### config.mk
export PLATFORM = sky130hd
export DESIGN_NAME = svms_ctrl
export DESIGN_NICKNAME = d
export VERILOG_FILES = /design/src/sv/svms_pkg.sv /design/src/sv/svms_ctrl.sv
export SDC_FILE = /design/constraint.sdc
export NUM_CORES = 1
export LEC_CHECK = 0
export BUFFER_PORTS_ARGS = -buffer_cell sky130_fd_sc_hd__buf_4
export CORE_AREA = 4 4 41 43
export CTS_CLUSTER_DIAMETER = 200
export DETAILED_ROUTE_END_ITERATION = 16
export DIE_AREA = 0 0 45 47
export GPL_TIMING_DRIVEN = 1
export PLACE_DENSITY = 0.69
export SYNTH_ARGS = -nofsm -noshare
export SYNTH_HDL_FRONTEND = slang
export SYNTH_SLANG_ARGS = --single-unit
### constraint.sdc
create_clock -name clk -period 1.75 [get_ports clk]
set_clock_uncertainty 0.2 [all_clocks]
set_input_delay 0.35 -clock clk [delete_from_list [all_inputs] [get_ports clk]]
set_output_delay 0.35 -clock clk [all_outputs]
set_load 0.01 [all_outputs]
### src/sv/svms_pkg.sv
// Shared types, constants and the log table function for the measurement statistics block.
package svms_pkg;

  // Field widths
  localparam int AMP_W     = 32;
  localparam int SQ_W      = 64;
  localparam int P_W       = 52;
  localparam int FRAC_BITS = 48;
  localparam int SUM_W     = 56;
  localparam int QMASK_W   = 30;
  localparam int LOGF_W    = 30;
  localparam int NLOG_W    = 36;
  localparam int PP_W      = 60;
  localparam int SHAMT_W   = 6;
  localparam int STEP_W    = 3;
  localparam int CFG_IDX_W = 2;

  // Normalizer: binary search over the 48-bit probability, 32/16/8/4/2/1
  localparam int NORM_STEPS = 6;

  localparam logic [27:0]      LN2_Q28 = 28'd186065280;
  localparam logic [SUM_W-1:0] SUM_MAX = {SUM_W{1'b1}};

  // Register indexes
  localparam logic [CFG_IDX_W-1:0] CFG_MODE    = 2'd0;
  localparam logic [CFG_IDX_W-1:0] CFG_MASK    = 2'd1;
  localparam logic [CFG_IDX_W-1:0] CFG_PATTERN = 2'd2;

  // Modes
  localparam logic MODE_PROB    = 1'b0;
  localparam logic MODE_ENTROPY = 1'b1;

  typedef struct packed {
    logic signed [AMP_W-1:0] amp_real;
    logic signed [AMP_W-1:0] amp_imag;
    logic                    last_amp;
  } in_t;

  typedef struct packed {
    logic [SUM_W-1:0] stat_value;
    logic             saturated;
  } out_t;

  // Controller to datapath
  typedef struct packed {
    logic              load_in;
    logic              square;
    logic              sum_p;
    logic              norm_step;
    logic [STEP_W-1:0] step_idx;
    logic              table_rd;
    logic              ln_mul;
    logic              pp_mul;
    logic              term_calc;
    logic              acc;
  } cmd_t;

  // Datapath to controller
  typedef struct packed {
    logic mode;
    logic ent_skip;
    logic last;
    logic out_full;
  } sts_t;

  // log2(x) for x in Q1.30, 1 <= x < 2, by repeated squaring; Q0.30 truncated.
  // Only evaluated at elaboration to build the lookup table.
  function automatic logic [LOGF_W-1:0] log2_frac(input logic [63:0] x_in);
    logic [63:0]       x;
    logic [LOGF_W-1:0] r;
    x = x_in;
    r = '0;
    for (int b = LOGF_W - 1; b >= 0; b--) begin
      x = (x * x) >> 30;
      if (x >= 64'h0000_0000_8000_0000) begin
        x = x >> 1;
        r[b] = 1'b1;
      end
    end
    return r;
  endfunction

endpackage

### src/sv/svms_ctrl.sv
// Sequencing state machine for the measurement statistics block.
module svms_ctrl (
  input  logic            clk,
  input  logic            rst_n,
  input  logic            in_valid,
  output logic            in_ready,
  input  svms_pkg::sts_t  sts,
  output svms_pkg::cmd_t  cmd
);

  localparam logic [3:0] S_IDLE = 4'd0;
  localparam logic [3:0] S_SQ   = 4'd1;
  localparam logic [3:0] S_SUMP = 4'd2;
  localparam logic [3:0] S_NORM = 4'd3;
  localparam logic [3:0] S_LOOK = 4'd4;
  localparam logic [3:0] S_LN   = 4'd5;
  localparam logic [3:0] S_PP   = 4'd6;
  localparam logic [3:0] S_TERM = 4'd7;
  localparam logic [3:0] S_ACC  = 4'd8;

  localparam logic [svms_pkg::STEP_W-1:0] LAST_STEP =
    svms_pkg::STEP_W'(svms_pkg::NORM_STEPS - 1);

  logic [3:0]                    state_r, state_nxt;
  logic [svms_pkg::STEP_W-1:0]   step_r, step_nxt;

  assign in_ready = (state_r == S_IDLE);

  // Next state and commands
  always_comb begin
    state_nxt = state_r;
    step_nxt  = step_r;
    cmd       = '0;
    cmd.step_idx = step_r;
    case (state_r)
      S_IDLE: begin
        if (in_valid) begin
          cmd.load_in = 1'b1;
          state_nxt   = S_SQ;
        end
      end
      S_SQ: begin
        cmd.square = 1'b1;
        state_nxt  = S_SUMP;
      end
      S_SUMP: begin
        cmd.sum_p = 1'b1;
        // probability mode and out-of-range entropy terms go straight to the adder
        if (sts.mode == svms_pkg::MODE_PROB || sts.ent_skip) begin
          state_nxt = S_ACC;
        end else begin
          step_nxt  = '0;
          state_nxt = S_NORM;
        end
      end
      S_NORM: begin
        cmd.norm_step = 1'b1;
        if (step_r == LAST_STEP) begin
          step_nxt  = '0;
          state_nxt = S_LOOK;
        end else begin
          step_nxt = step_r + 1'b1;
        end
      end
      S_LOOK: begin
        cmd.table_rd = 1'b1;
        state_nxt    = S_LN;
      end
      S_LN: begin
        cmd.ln_mul = 1'b1;
        state_nxt  = S_PP;
      end
      S_PP: begin
        cmd.pp_mul = 1'b1;
        state_nxt  = S_TERM;
      end
      S_TERM: begin
        cmd.term_calc = 1'b1;
        state_nxt     = S_ACC;
      end
      S_ACC: begin
        // a final amplitude waits here until the result register is free
        if (!(sts.last && sts.out_full)) begin
          cmd.acc   = 1'b1;
          state_nxt = S_IDLE;
        end
      end
      default: begin
        state_nxt = S_IDLE;
      end
    endcase
  end

  always_ff @(posedge clk) begin
    if (!rst_n) begin
      state_r <= S_IDLE;
      step_r  <= '0;
    end else begin
      state_r <= state_nxt;
      step_r  <= step_nxt;
    end
  end

endmodule

Word-level counts from Yosys, hierarchy flattened
Cells that the tools add are included.
Widths: inputs -> output; s select.
{"block": "classes", "reduce_logical": 6, "n_mux": 19, "n_eq_ne": 13, "addsub": 1, "n_bitwise": 1}
{"op": "$pmux 4 s9", "count": 1}
{"op": "$eq 4x3->1 const B", "count": 4}
{"op": "$mux 4", "count": 4}
{"op": "$mux 1", "count": 11}
{"op": "$eq 4x2->1 const B", "count": 2}
{"op": "$ne 2x2->1 const B", "count": 4}
{"op": "$mux 3", "count": 2}
{"op": "$pmux 3 s2", "count": 1}
{"op": "$eq 4x1->1 const B", "count": 1}
{"op": "$eq 4x4->1 const B", "count": 1}
{"op": "$logic_not 4->1", "count": 1}
{"op": "$add 3x1->3 const B", "count": 1}
{"op": "$eq 3x3->1 const B", "count": 1}
{"op": "$reduce_and 3->1", "count": 1}
{"op": "$reduce_and 2->1", "count": 1}
{"op": "$reduce_bool 2->1", "count": 1}
{"op": "$logic_and 1x1->1", "count": 1}
{"op": "$logic_or 1x1->1", "count": 1}
{"op": "$not 1->1", "count": 1}
{"block": "totals", "wordCells": 42, "reg_bits": 7, "input_bits": 7}

Longest topological paths before layout
Gate-level depths: netlist of run 1.
{"block": "depth", "depth_word": 4, "mapped_depth": 5, "depth_no_buf": 4}

Worst setup path before layout of run 1
Ideal clock, no wire load.
{"block": "synth_path", "path_type": "register -> output", "start": "register state_r[0]", "end": "output cmd[11] (netlist name)", "path_buffers": 1, "slack_ps": -2, "t_required_ps": 1200, "t_arrival_ps": 1202, "stages_incl_launch_ff": 4, "cell_sequence": "dfxtp_1 clkbuf_8 nor4_1 and2_1"}
{"element": "start, declared", "line": "svms_ctrl.sv:24", "text": "logic [3:0] state_r, state_nxt;"}
{"element": "start signal, assigned", "line": "svms_ctrl.sv:99", "text": "state_r <= state_nxt;"}
{"element": "end, declared", "line": "svms_ctrl.sv:8", "text": "output svms_pkg::cmd_t cmd"}

==> impl_metrics.env, run 1 <==
export IMPL_timing_final_ws_setup_ns=-0.0745
export IMPL_htreeDepth=1
export IMPL_finalInstanceArea_um2=816
export IMPL_clkTransAtPathRegs_ns=0.05
export IMPL_first_pass_iters=2
export IMPL_area_growth_pct=61.0
export IMPL_required_ns=1.20
export IMPL_path_max_fanout=5
export IMPL_synth_main_ff_cell="dfxtp_1"
export IMPL_drc=0
export IMPL_final_nets=101
export IMPL_clock_root_buffer="clkbuf_4"
export IMPL_synth_edf_count=0
export IMPL_hold_violations=0
export IMPL_io_buffers=19
export IMPL_n_antenna_cell=0
export IMPL_avgViaCountPerCell=5.04
export IMPL_p_seq_share_pct=30.7
export IMPL_ys_seq_elements=7
export IMPL_synth_commonest_cells="nand2_1 (9), dfxtp_1 (7), nor2_1 (7)"
export IMPL_synthCells=61
export IMPL_slew_headroom_pct=72.6
export IMPL_wire_per_inst_um=12.1
export IMPL_max_cap_violations=0
export IMPL_synthTopCellsByArea="dfxtp_1 (28%), nand2_1 (6.7%), clkbuf_8 (5.4%), nor2_1 (5.2%), nor3_1 (4.9%)"
export IMPL_ir_worst_vdd_mv=0.441
export IMPL_swShare_pct=31.1
export IMPL_numCtsBuffers=3
export IMPL_power_frac_comb_pct=46.0
export IMPL_p_per_area_mw_per_mm2=772
export IMPL_status="finished, violations left"
export IMPL_rows=13
export IMPL_grt_pass1_wl_um=2200
export IMPL_power_clock_fraction_pct=23.4
export IMPL_cp_slowest_cell="dfxtp_4"
export IMPL_worstPathCellList="buf_6 -> nor4_4 -> and2_4 -> buf_6"
export IMPL_synth_area_leader_cell="dfxtp_1"
export IMPL_regArea_um2=150
export IMPL_gr_total_overflow=0
export IMPL_route_vias_total=544
export IMPL_drt_iter0_drc=8
export IMPL_die_y_um=47
export IMPL_endpoint_kind="output port"
export IMPL_dpl_cell_count=99
export IMPL_io_pins=20
export IMPL_clock_latency_ns=0.25
export IMPL_cts_sinks=7
export IMPL_syn_avg_cell_area_um2=8.31
export IMPL_drive_gt1_share_pct=58.1
export IMPL_finalSetupTns_ns=-0.188
export IMPL_grt_max_degree=10
export IMPL_die_width_um=45
export IMPL_fp_coreArea_mm2=0.00130
export IMPL_place_ws_ns=0.0739
export IMPL_place_hpwl_um=1050
export IMPL_slew_viol_final=0
export IMPL_initial_utilization_pct=38.9
export IMPL_multi_input_area_um2=347
export IMPL_cts_tree="built"
export IMPL_max_stage_delay_ns=0.36
export IMPL_crit_path_frequent_cell="buf_6"
export IMPL_switching_power_w=0.000196
export IMPL_setup_viol=6
export IMPL_synth_area_um2=507
export IMPL_ys_types=27
export IMPL_p_int_w=0.000434
export IMPL_postCtsHoldBufs=0
export IMPL_clock_path_buffers=2
export IMPL_grt_pass1_vias=519
export IMPL_grt_total_usage_pct=14.5
export IMPL_async_flop_share_pct=0
export IMPL_dieArea_mm2=0.00212
export IMPL_layout_worst_path_cycle_share_pct=104
export IMPL_fillCellCount=116
export IMPL_synth_most_common_cell="nand2_1"
export IMPL_fin_crit_ns=1.82
export IMPL_synth_net_count=68
export IMPL_yosysWarnings=0
export IMPL_ys_seq_area_share_pct=27.7
export IMPL_critPathLaunchType="register"
export IMPL_fmax_mhz=548
export IMPL_crit_arrival_ns=1.27
export IMPL_leakage_nw=0.382
export IMPL_gp_congestion=0.802
export IMPL_violations="negative setup slack"
export IMPL_worst_slew_pin_slew_ns=0.400
export IMPL_power_w=0.000630
export IMPL_antenna_found_initial=0
export IMPL_grt_setup_unrepaired="true"
export IMPL_hold_path_class="input pin to register"
export IMPL_ant_nets=0
export IMPL_drt_wl_total_um=1310
export IMPL_crit_type="register to output port"
export IMPL_postPlaceCellArea_um2=682
export IMPL_yosysTopAreaCellShare_pct=27.7
export IMPL_final_cells=108
## through the flow
stage	hold slack [ns]	utilization, %
after floorplan	0.322	-
after global placement	0.300	52.4
after detailed placement	0.339	52.4
after CTS	0.170	60.6
after global routing	0.188	62.7
final	0.175	62.7
## sequential cells by signal (all words and copies together) (netlist names)
register	count
state_r	4
step_r	3
## layer usage
metal  wire length, µm  track usage (%)
met5                 0                0
met4                14             5.26
met3               108             4.60
met2               674             26.0
met1               509             16.1
## layout by cell type, fill, tap and decap left out
cell type	n
nand2_1	8
dfxtp_2	2
o31a_2	1
o21a_1	1
or4b_4	1
and2b_2	1
nor4_4	1
inv_1	2
a21oi_1	3
buf_6	5
nor3_1	1
nor4bb_4	1
nor2_1	7
nand2b_4	1
dfxtp_4	2
nand3_1	2
clkbuf_4	3
nor3_2	4
buf_4	28
o22ai_1	2
a2111oi_0	1
xor2_1	2
dfxtp_1	3
and2_4	2
nand3b_1	2
nor4_1	1
or2b_1	1
clkbuf_1	1
nor2b_1	1
o32ai_2	1
and3_1	1
nand2_2	1
## path summary, 6_finish.rpt
kind                      startpoint                 endpoint  slack, ns  cells past startpoint
max reg2reg  state_r[1]$_SDFFE_PN0P_  state_r[3]$_SDFFE_PN0P_      -0.01                      5
min reg2reg   step_r[1]$_SDFFE_PN0P_   step_r[1]$_SDFFE_PN0P_       0.34                      2
min                            rst_n  state_r[0]$_SDFFE_PN0P_       0.18                      2
max          state_r[0]$_SDFFE_PN0P_                  cmd[11]      -0.07                      4
## cell families after synthesis
kind of cell              Yosys count  synth area share, %
AOI/OAI and AO/OA                   9                 13.8
xor gates and xnor gates            2                 3.46
buffers and inverters               7                 13.3
DFF                                 7                 27.7
and+or+nand+nor                    36                 41.7
## repair_timing
item / in CTS / in global routing
endpoints found under the hold margin: 0 / 0
pin swaps: 3 / 3
gates resized for setup: 13 / 6
endpoints found under the setup margin: 10 / 11
buffers inserted: 4 / 1
## critical path, delay by kind of cell (launching register included)
| family | cells | cell delay (ns) |
|---|---|---|
| simple gates | 2 | 0.45 |
| flops | 1 | 0.36 |
| buf+inv | 2 | 0.21 |
## power groups by stage
stage	logic, W	clock network [W]	registers [W]
3_3_place_gp	0.000225	0	0.000192
5_1_grt	0.000317	0.000163	0.000195
2_1_floorplan	0.000159	0	0.000185
4_1_cts	0.000269	0.000152	0.000192
3_5_place_dp	0.000227	0	0.000193
6_report	0.000289	0.000147	0.000193
## area by class of cell
cell class	count	area share [%]
inverter	2	0.920
timing repair buffer	33	32.7
tap	15	2.30
clock buffer	4	3.22
sequential	7	18.4
multi-input combinational	47	42.5
No activity file was read; power rests on OpenSTA's default activity.
==> run 2: changes to the inputs <==
Settings changed: TNS_END_PERCENT from default to 50.
==> impl_metrics.env, run 2 (same netlist as run 1, synthesis figures left out) <==
export IMPL_grt_total_usage_pct=14.5
export IMPL_p_per_area_mw_per_mm2=772
export IMPL_power_clock_fraction_pct=23.4
export IMPL_grt_pass1_vias=519
export IMPL_grt_max_degree=10
export IMPL_drt_iter0_drc=8
export IMPL_dieArea_mm2=0.00212
export IMPL_clock_root_buffer="clkbuf_4"
export IMPL_violations="negative setup slack"
export IMPL_gp_congestion=0.802
export IMPL_reg_largest_list="state_r x4, step_r x3"
export IMPL_slew_viol_final=0
export IMPL_initial_utilization_pct=38.9
export IMPL_timing_final_ws_setup_ns=-0.0745
export IMPL_route_vias_total=544
export IMPL_status="finished, violations left"
export IMPL_grt_pass1_wl_um=2200
export IMPL_gr_total_overflow=0
export IMPL_layout_worst_path_cycle_share_pct=104
export IMPL_top_register="state_r"
export IMPL_crit_arrival_ns=1.27
export IMPL_worst_slew_pin_slew_ns=0.400
export IMPL_slew_headroom_pct=72.6
export IMPL_cts_tree="built"
export IMPL_max_cap_violations=0
export IMPL_switching_power_w=0.000196
export IMPL_avgViaCountPerCell=5.04
export IMPL_crit_path_frequent_cell="buf_6"
export IMPL_ir_worst_vdd_mv=0.441
export IMPL_drt_wl_total_um=1310
export IMPL_required_ns=1.20
export IMPL_clock_path_buffers=2
export IMPL_power_w=0.000630
export IMPL_final_common_cell="buf_4"
export IMPL_r2r_slack_ns=-0.01
export IMPL_largest_reg_flops=4
export IMPL_critPathLaunchType="register"
export IMPL_power_frac_comb_pct=46.0
export IMPL_fp_coreArea_mm2=0.00130
export IMPL_ant_nets=0
export IMPL_place_hpwl_um=1050
export IMPL_final_cell_mix="buf_4 (28), nand2_1 (8), nor2_1 (7)"
export IMPL_io_buffers=19
export IMPL_fin_crit_ns=1.82
export IMPL_rows=13
export IMPL_fmax_mhz=548
export IMPL_cp_slowest_cell="dfxtp_4"
export IMPL_fillCellCount=116
export IMPL_path_max_fanout=5
export IMPL_finalSetupTns_ns=-0.188
export IMPL_wire_per_inst_um=12.1
export IMPL_p_seq_share_pct=30.7
export IMPL_crit_type="register to output port"
export IMPL_drc=0
export IMPL_grt_setup_unrepaired="true"
export IMPL_clkTransAtPathRegs_ns=0.05
export IMPL_worstPathCellList="buf_6 -> nor4_4 -> and2_4 -> buf_6"
export IMPL_numCtsBuffers=3
export IMPL_die_width_um=45
export IMPL_max_stage_delay_ns=0.36
export IMPL_swShare_pct=31.1
export IMPL_hold_path_class="input pin to register"
export IMPL_multi_input_area_um2=347
export IMPL_drive_gt1_share_pct=58.1
export IMPL_leakage_nw=0.382
export IMPL_first_pass_iters=2
export IMPL_endpoint_kind="output port"
export IMPL_final_nets=101
export IMPL_n_antenna_cell=0
export IMPL_cts_sinks=7
export IMPL_antenna_found_initial=0
export IMPL_regArea_um2=150
export IMPL_setup_viol=6
export IMPL_htreeDepth=1
export IMPL_p_int_w=0.000434
export IMPL_io_pins=20
export IMPL_area_growth_pct=61.0
export IMPL_path_delay_family="simple AND/OR/NAND/NOR gates"
export IMPL_hold_violations=0
export IMPL_critPathBufInv=2
export IMPL_die_y_um=47
export IMPL_clock_latency_ns=0.25
run 2: cell counts in the layout (fill, tap and decap cells not counted):
Identical to the previous run, type by type.
run 2: metrics by stage:
stage	cell area, µm²	std cells	utilization (%)	setup WS [ns]	hold WS [ns]
after global routing	816	108	62.7	-0.145	0.188
final	816	108	62.7	-0.0745	0.175
after detailed placement	682	99	52.4	0.0739	0.339
after CTS	788	107	60.6	-0.0693	0.170
after floorplan	513	61	-	0.0285	0.322
after global placement	682	99	52.4	0.0957	0.300
run 2: metal layers:
layer	wire length, µm	vias up	track usage (%)
met5	0	-	0
met4	14	0	5.26
met3	108	3	4.60
met2	674	19	26.0
met1	509	243	16.1
li1	-	279	-
run 2: cell type report:
| class | instances | area share, % |
|---|---|---|
| inverters | 2 | 0.920 |
| well taps | 15 | 2.30 |
| repair buffers | 33 | 32.7 |
| flip-flops and latches | 7 | 18.4 |
| clock buffers | 4 | 3.22 |
| multi-input cells | 47 | 42.5 |
run 2: worst paths after layout:
| kind | start | end | depth (start not counted) |
|---|---|---|---|
| max | state_r[0]$_SDFFE_PN0P_ | cmd[11] | 4 |
| min reg2reg | step_r[1]$_SDFFE_PN0P_ | step_r[1]$_SDFFE_PN0P_ | 2 |
| min | rst_n | state_r[0]$_SDFFE_PN0P_ | 2 |
| max reg2reg | state_r[1]$_SDFFE_PN0P_ | state_r[3]$_SDFFE_PN0P_ | 5 |
run 2: repair_timing:
item	4_1_cts	5_1_grt
endpoints found under the hold margin	0	0
gates cloned	0	0
buffers inserted	4	1
setup endpoints to repair	10	11
resized for setup	13	6
hold buffers	0	0
pin swaps	3	3
run 2: power groups by stage:
stage | logic, W | registers [W] | clock network, W
2_1_floorplan | 0.000159 | 0.000185 | 0
3_3_place_gp | 0.000225 | 0.000192 | 0
3_5_place_dp | 0.000227 | 0.000193 | 0
4_1_cts | 0.000269 | 0.000192 | 0.000152
5_1_grt | 0.000317 | 0.000195 | 0.000163
6_report | 0.000289 | 0.000193 | 0.000147
run 2: worst reg2reg max path, delay by kind of cell, from the launching register on:
kind | cells | cell delay, ns
AND/OR/NAND/NOR | 3 | 0.78
flip-flops | 1 | 0.33
AO/OA/AOI/OAI | 1 | 0.24
buffers and inverters | 1 | 0.13
==> run 3: changes to the inputs <==
Settings changed: ABC_AREA from default to 1, PLACE_DENSITY 0.69 to 0.63.
==> impl_metrics.env, run 3 <==
export IMPL_io_pins=20
export IMPL_utilization_pct=50.1
export IMPL_synth_area_leader_cell="dfxtp_1"
export IMPL_ys_types=15
export IMPL_cts_sinks=7
export IMPL_drc=0
export IMPL_synth_main_ff_cell="dfxtp_1"
export IMPL_first_pass_iters=2
export IMPL_path_delay_family="simple AND/OR/NAND/NOR gates"
export IMPL_clock_latency_ns=0.25
export IMPL_hp_start="rst_n"
export IMPL_cts_tree="built"
export IMPL_worst_slew_pin_slew_ns=0.259
export IMPL_yosysWarnings=0
export IMPL_r2r_slack_ns=0.41
export IMPL_synthTopCellsByArea="dfxtp_1 (32%), inv_1 (15%), nor2_1 (12%), nand2_1 (9.3%), nand3_1 (6.8%)"
export IMPL_n_antenna_cell=0
export IMPL_gr_total_overflow=0
export IMPL_synth_top_family_by_area="simple AND/OR/NAND/NOR gates"
export IMPL_reg_largest_list="state_r x4, step_r x3"
export IMPL_initial_utilization_pct=34.0
export IMPL_drt_wl_total_um=1100
export IMPL_layout_worst_path_cycle_share_pct=95.9
export IMPL_synth_simple_area_share_pct=40.4
export IMPL_fp_coreArea_mm2=0.00130
export IMPL_required_ns=1.20
export IMPL_synth_xor_area_share_pct=0
export IMPL_slew_headroom_pct=82.7
export IMPL_drt_iter0_drc=9
export IMPL_synthCells=75
export IMPL_synth_area_um2=443
export IMPL_r2r_cells=5
export IMPL_ys_seq_elements=7
export IMPL_wire_per_inst_um=9.77
export IMPL_grt_pass1_wl_um=1910
export IMPL_synth_compound_area_share_pct=11.9
export IMPL_crit_arrival_ns=1.13
export IMPL_route_vias_total=515
export IMPL_grt_max_degree=8
export IMPL_place_hpwl_um=893
export IMPL_grt_pass1_vias=490
export IMPL_synth_edf_count=0
export IMPL_synth_most_common_cell="inv_1"
export IMPL_ys_seq_area_share_pct=31.6
export IMPL_max_stage_delay_ns=0.35
export IMPL_synth_mux_area_share_pct=0
export IMPL_hold_depth=3
export IMPL_final_cell_mix="buf_4 (19), inv_1 (18), nor2_1 (13)"
export IMPL_setup_viol=0
export IMPL_r2r_end="step_r[1]$_SDFFE_PN0P_"
export IMPL_grt_total_usage_pct=12.3
export IMPL_ant_nets=0
export IMPL_leakage_nw=0.363
export IMPL_avgViaCountPerCell=4.56
export IMPL_p_per_area_mw_per_mm2=1190
export IMPL_path_max_fanout=6
export IMPL_synth_net_count=82
export IMPL_die_y_um=47
export IMPL_max_cap_violations=0
export IMPL_synth_commonest_cells="inv_1 (18), nor2_1 (14), nand2_1 (11)"
export IMPL_io_buffers=19
export IMPL_clock_root_buffer="clkbuf_4"
export IMPL_critPathLaunchType="register"
export IMPL_whs_endpoint="state_r[3]$_SDFFE_PN0P_"
export IMPL_area_growth_pct=47.2
export IMPL_numCtsBuffers=3
export IMPL_grt_setup_unrepaired="true"
export IMPL_worstPathCellList="nor2_4 -> nand2_1 -> nor2_1 -> buf_4"
export IMPL_top_register="state_r"
export IMPL_endpoint_kind="output port"
export IMPL_hold_path_class="input pin to register"
export IMPL_final_common_cell="buf_4"
export IMPL_clkTransAtPathRegs_ns=0.05
export IMPL_die_width_um=45
export IMPL_gp_congestion=0.725
export IMPL_synthAdderAreaFrac_pct=0
export IMPL_largest_reg_flops=4
export IMPL_status="complete, no violations"
export IMPL_dieArea_mm2=0.00212
export IMPL_critPathBufInv=1
export IMPL_ir_worst_vdd_mv=0.873
export IMPL_rows=13
export IMPL_finalSetupTns_ns=0
export IMPL_fmax_mhz=596
export IMPL_postCtsHoldBufs=0
export IMPL_slew_viol_final=0
export IMPL_startpoint="state_r[2]$_SDFFE_PN0P_"
export IMPL_antenna_found_initial=0
export IMPL_async_flop_share_pct=0
export IMPL_fin_crit_ns=1.68
export IMPL_hold_violations=0
export IMPL_crit_type="register to output port"
export IMPL_final_nets=106
export IMPL_clock_path_buffers=2
export IMPL_htreeDepth=1
export IMPL_syn_avg_cell_area_um2=5.91
export IMPL_drive_gt1_share_pct=33.7
export IMPL_yosysTopAreaCellShare_pct=31.6
export IMPL_cp_slowest_cell="dfxtp_2"
export IMPL_reg2reg_from="state_r[0]$_SDFFE_PN0P_"
run 3: changes by cell type in the layout (fill, tap and decap cells not counted), sizes merged, moves of 2 or more:
| cell | previous run | this run |
|---|---|---|
| inv | 2 | 19 |
| buf | 33 | 19 |
| nor2 | 7 | 15 |
| nand2 | 9 | 13 |
| nand3 | 2 | 6 |
| o21ai | 0 | 4 |
| and2 | 2 | 0 |
| nand3b | 2 | 0 |
| nor4 | 2 | 0 |
| xor2 | 2 | 0 |
run 3: cell type report:
class | instances | area [µm²]
multi-input cells | 49 | 246
flip-flops and latches | 7 | 146
fillers | 147 | 649
repair buffers | 19 | 143
well taps | 15 | 18.8
clock buffers | 4 | 26.3
inverters | 19 | 71.3
run 3: routing by layer:
metal / GRT usage (%) / share of wire, %
met4: 5.26 / 0.72
met5: 0 / 0
met3: 3.45 / 5.4
met1: 15.7 / 50
met2: 19.2 / 44
run 3: per-stage QoR:
| stage | worst slack [ns] | std cells | hold WS, ns | area (µm²) | total power, W |
|---|---|---|---|---|---|
| global route | -0.0298 | 113 | 0.161 | 652 | 0.000849 |
| finish | 0.0726 | 113 | 0.146 | 652 | 0.000779 |
| floorplan | 0.339 | 75 | 0.277 | 443 | 0.000465 |
| CTS | 0.0113 | 113 | 0.152 | 636 | 0.000762 |
| global placement | 0.250 | 109 | 0.305 | 604 | 0.000603 |
| detailed placement | 0.198 | 109 | 0.305 | 604 | 0.000607 |
run 3: how the worst max path moves through the flow:
stage | end | slack, ns | cells after the start
finish | cmd[11] | 0.07 | 4
global route | cmd[0] | -0.03 | 5
CTS | cmd[11] | 0.01 | 4
detailed placement | cmd[11] | 0.20 | 4
global placement | cmd[11] | 0.25 | 4
floorplan | cmd[11] | 0.34 | 3
run 3: worst reg2reg max path, stage by stage, from the launching register on:
cell and delay, ns:
dfxtp_2 0.40, nand2_2 0.11, inv_2 0.08, nand2_2 0.08, o211ai_1 0.26, o21ai_0 0.11
run 3: logic make-up after synthesis:
family,after synthesis
buffers and inverters,19
flip-flops,7
AND/OR/NAND/NOR,40
AO/OA/AOI/OAI,9
run 3: where the power goes:
group / total [W] / switching, W / internal, W
logic: 0.000386 / 0.000218 / 0.000169
registers: 0.000248 / 0.0000518 / 0.000196
clock network: 0.000144 / 0.0000576 / 0.0000869
run 3: repair_timing:
item / CTS / global route
setup buffers: 0 / 0
resized for setup: 2 / 6
endpoints found under the setup margin: 5 / 9
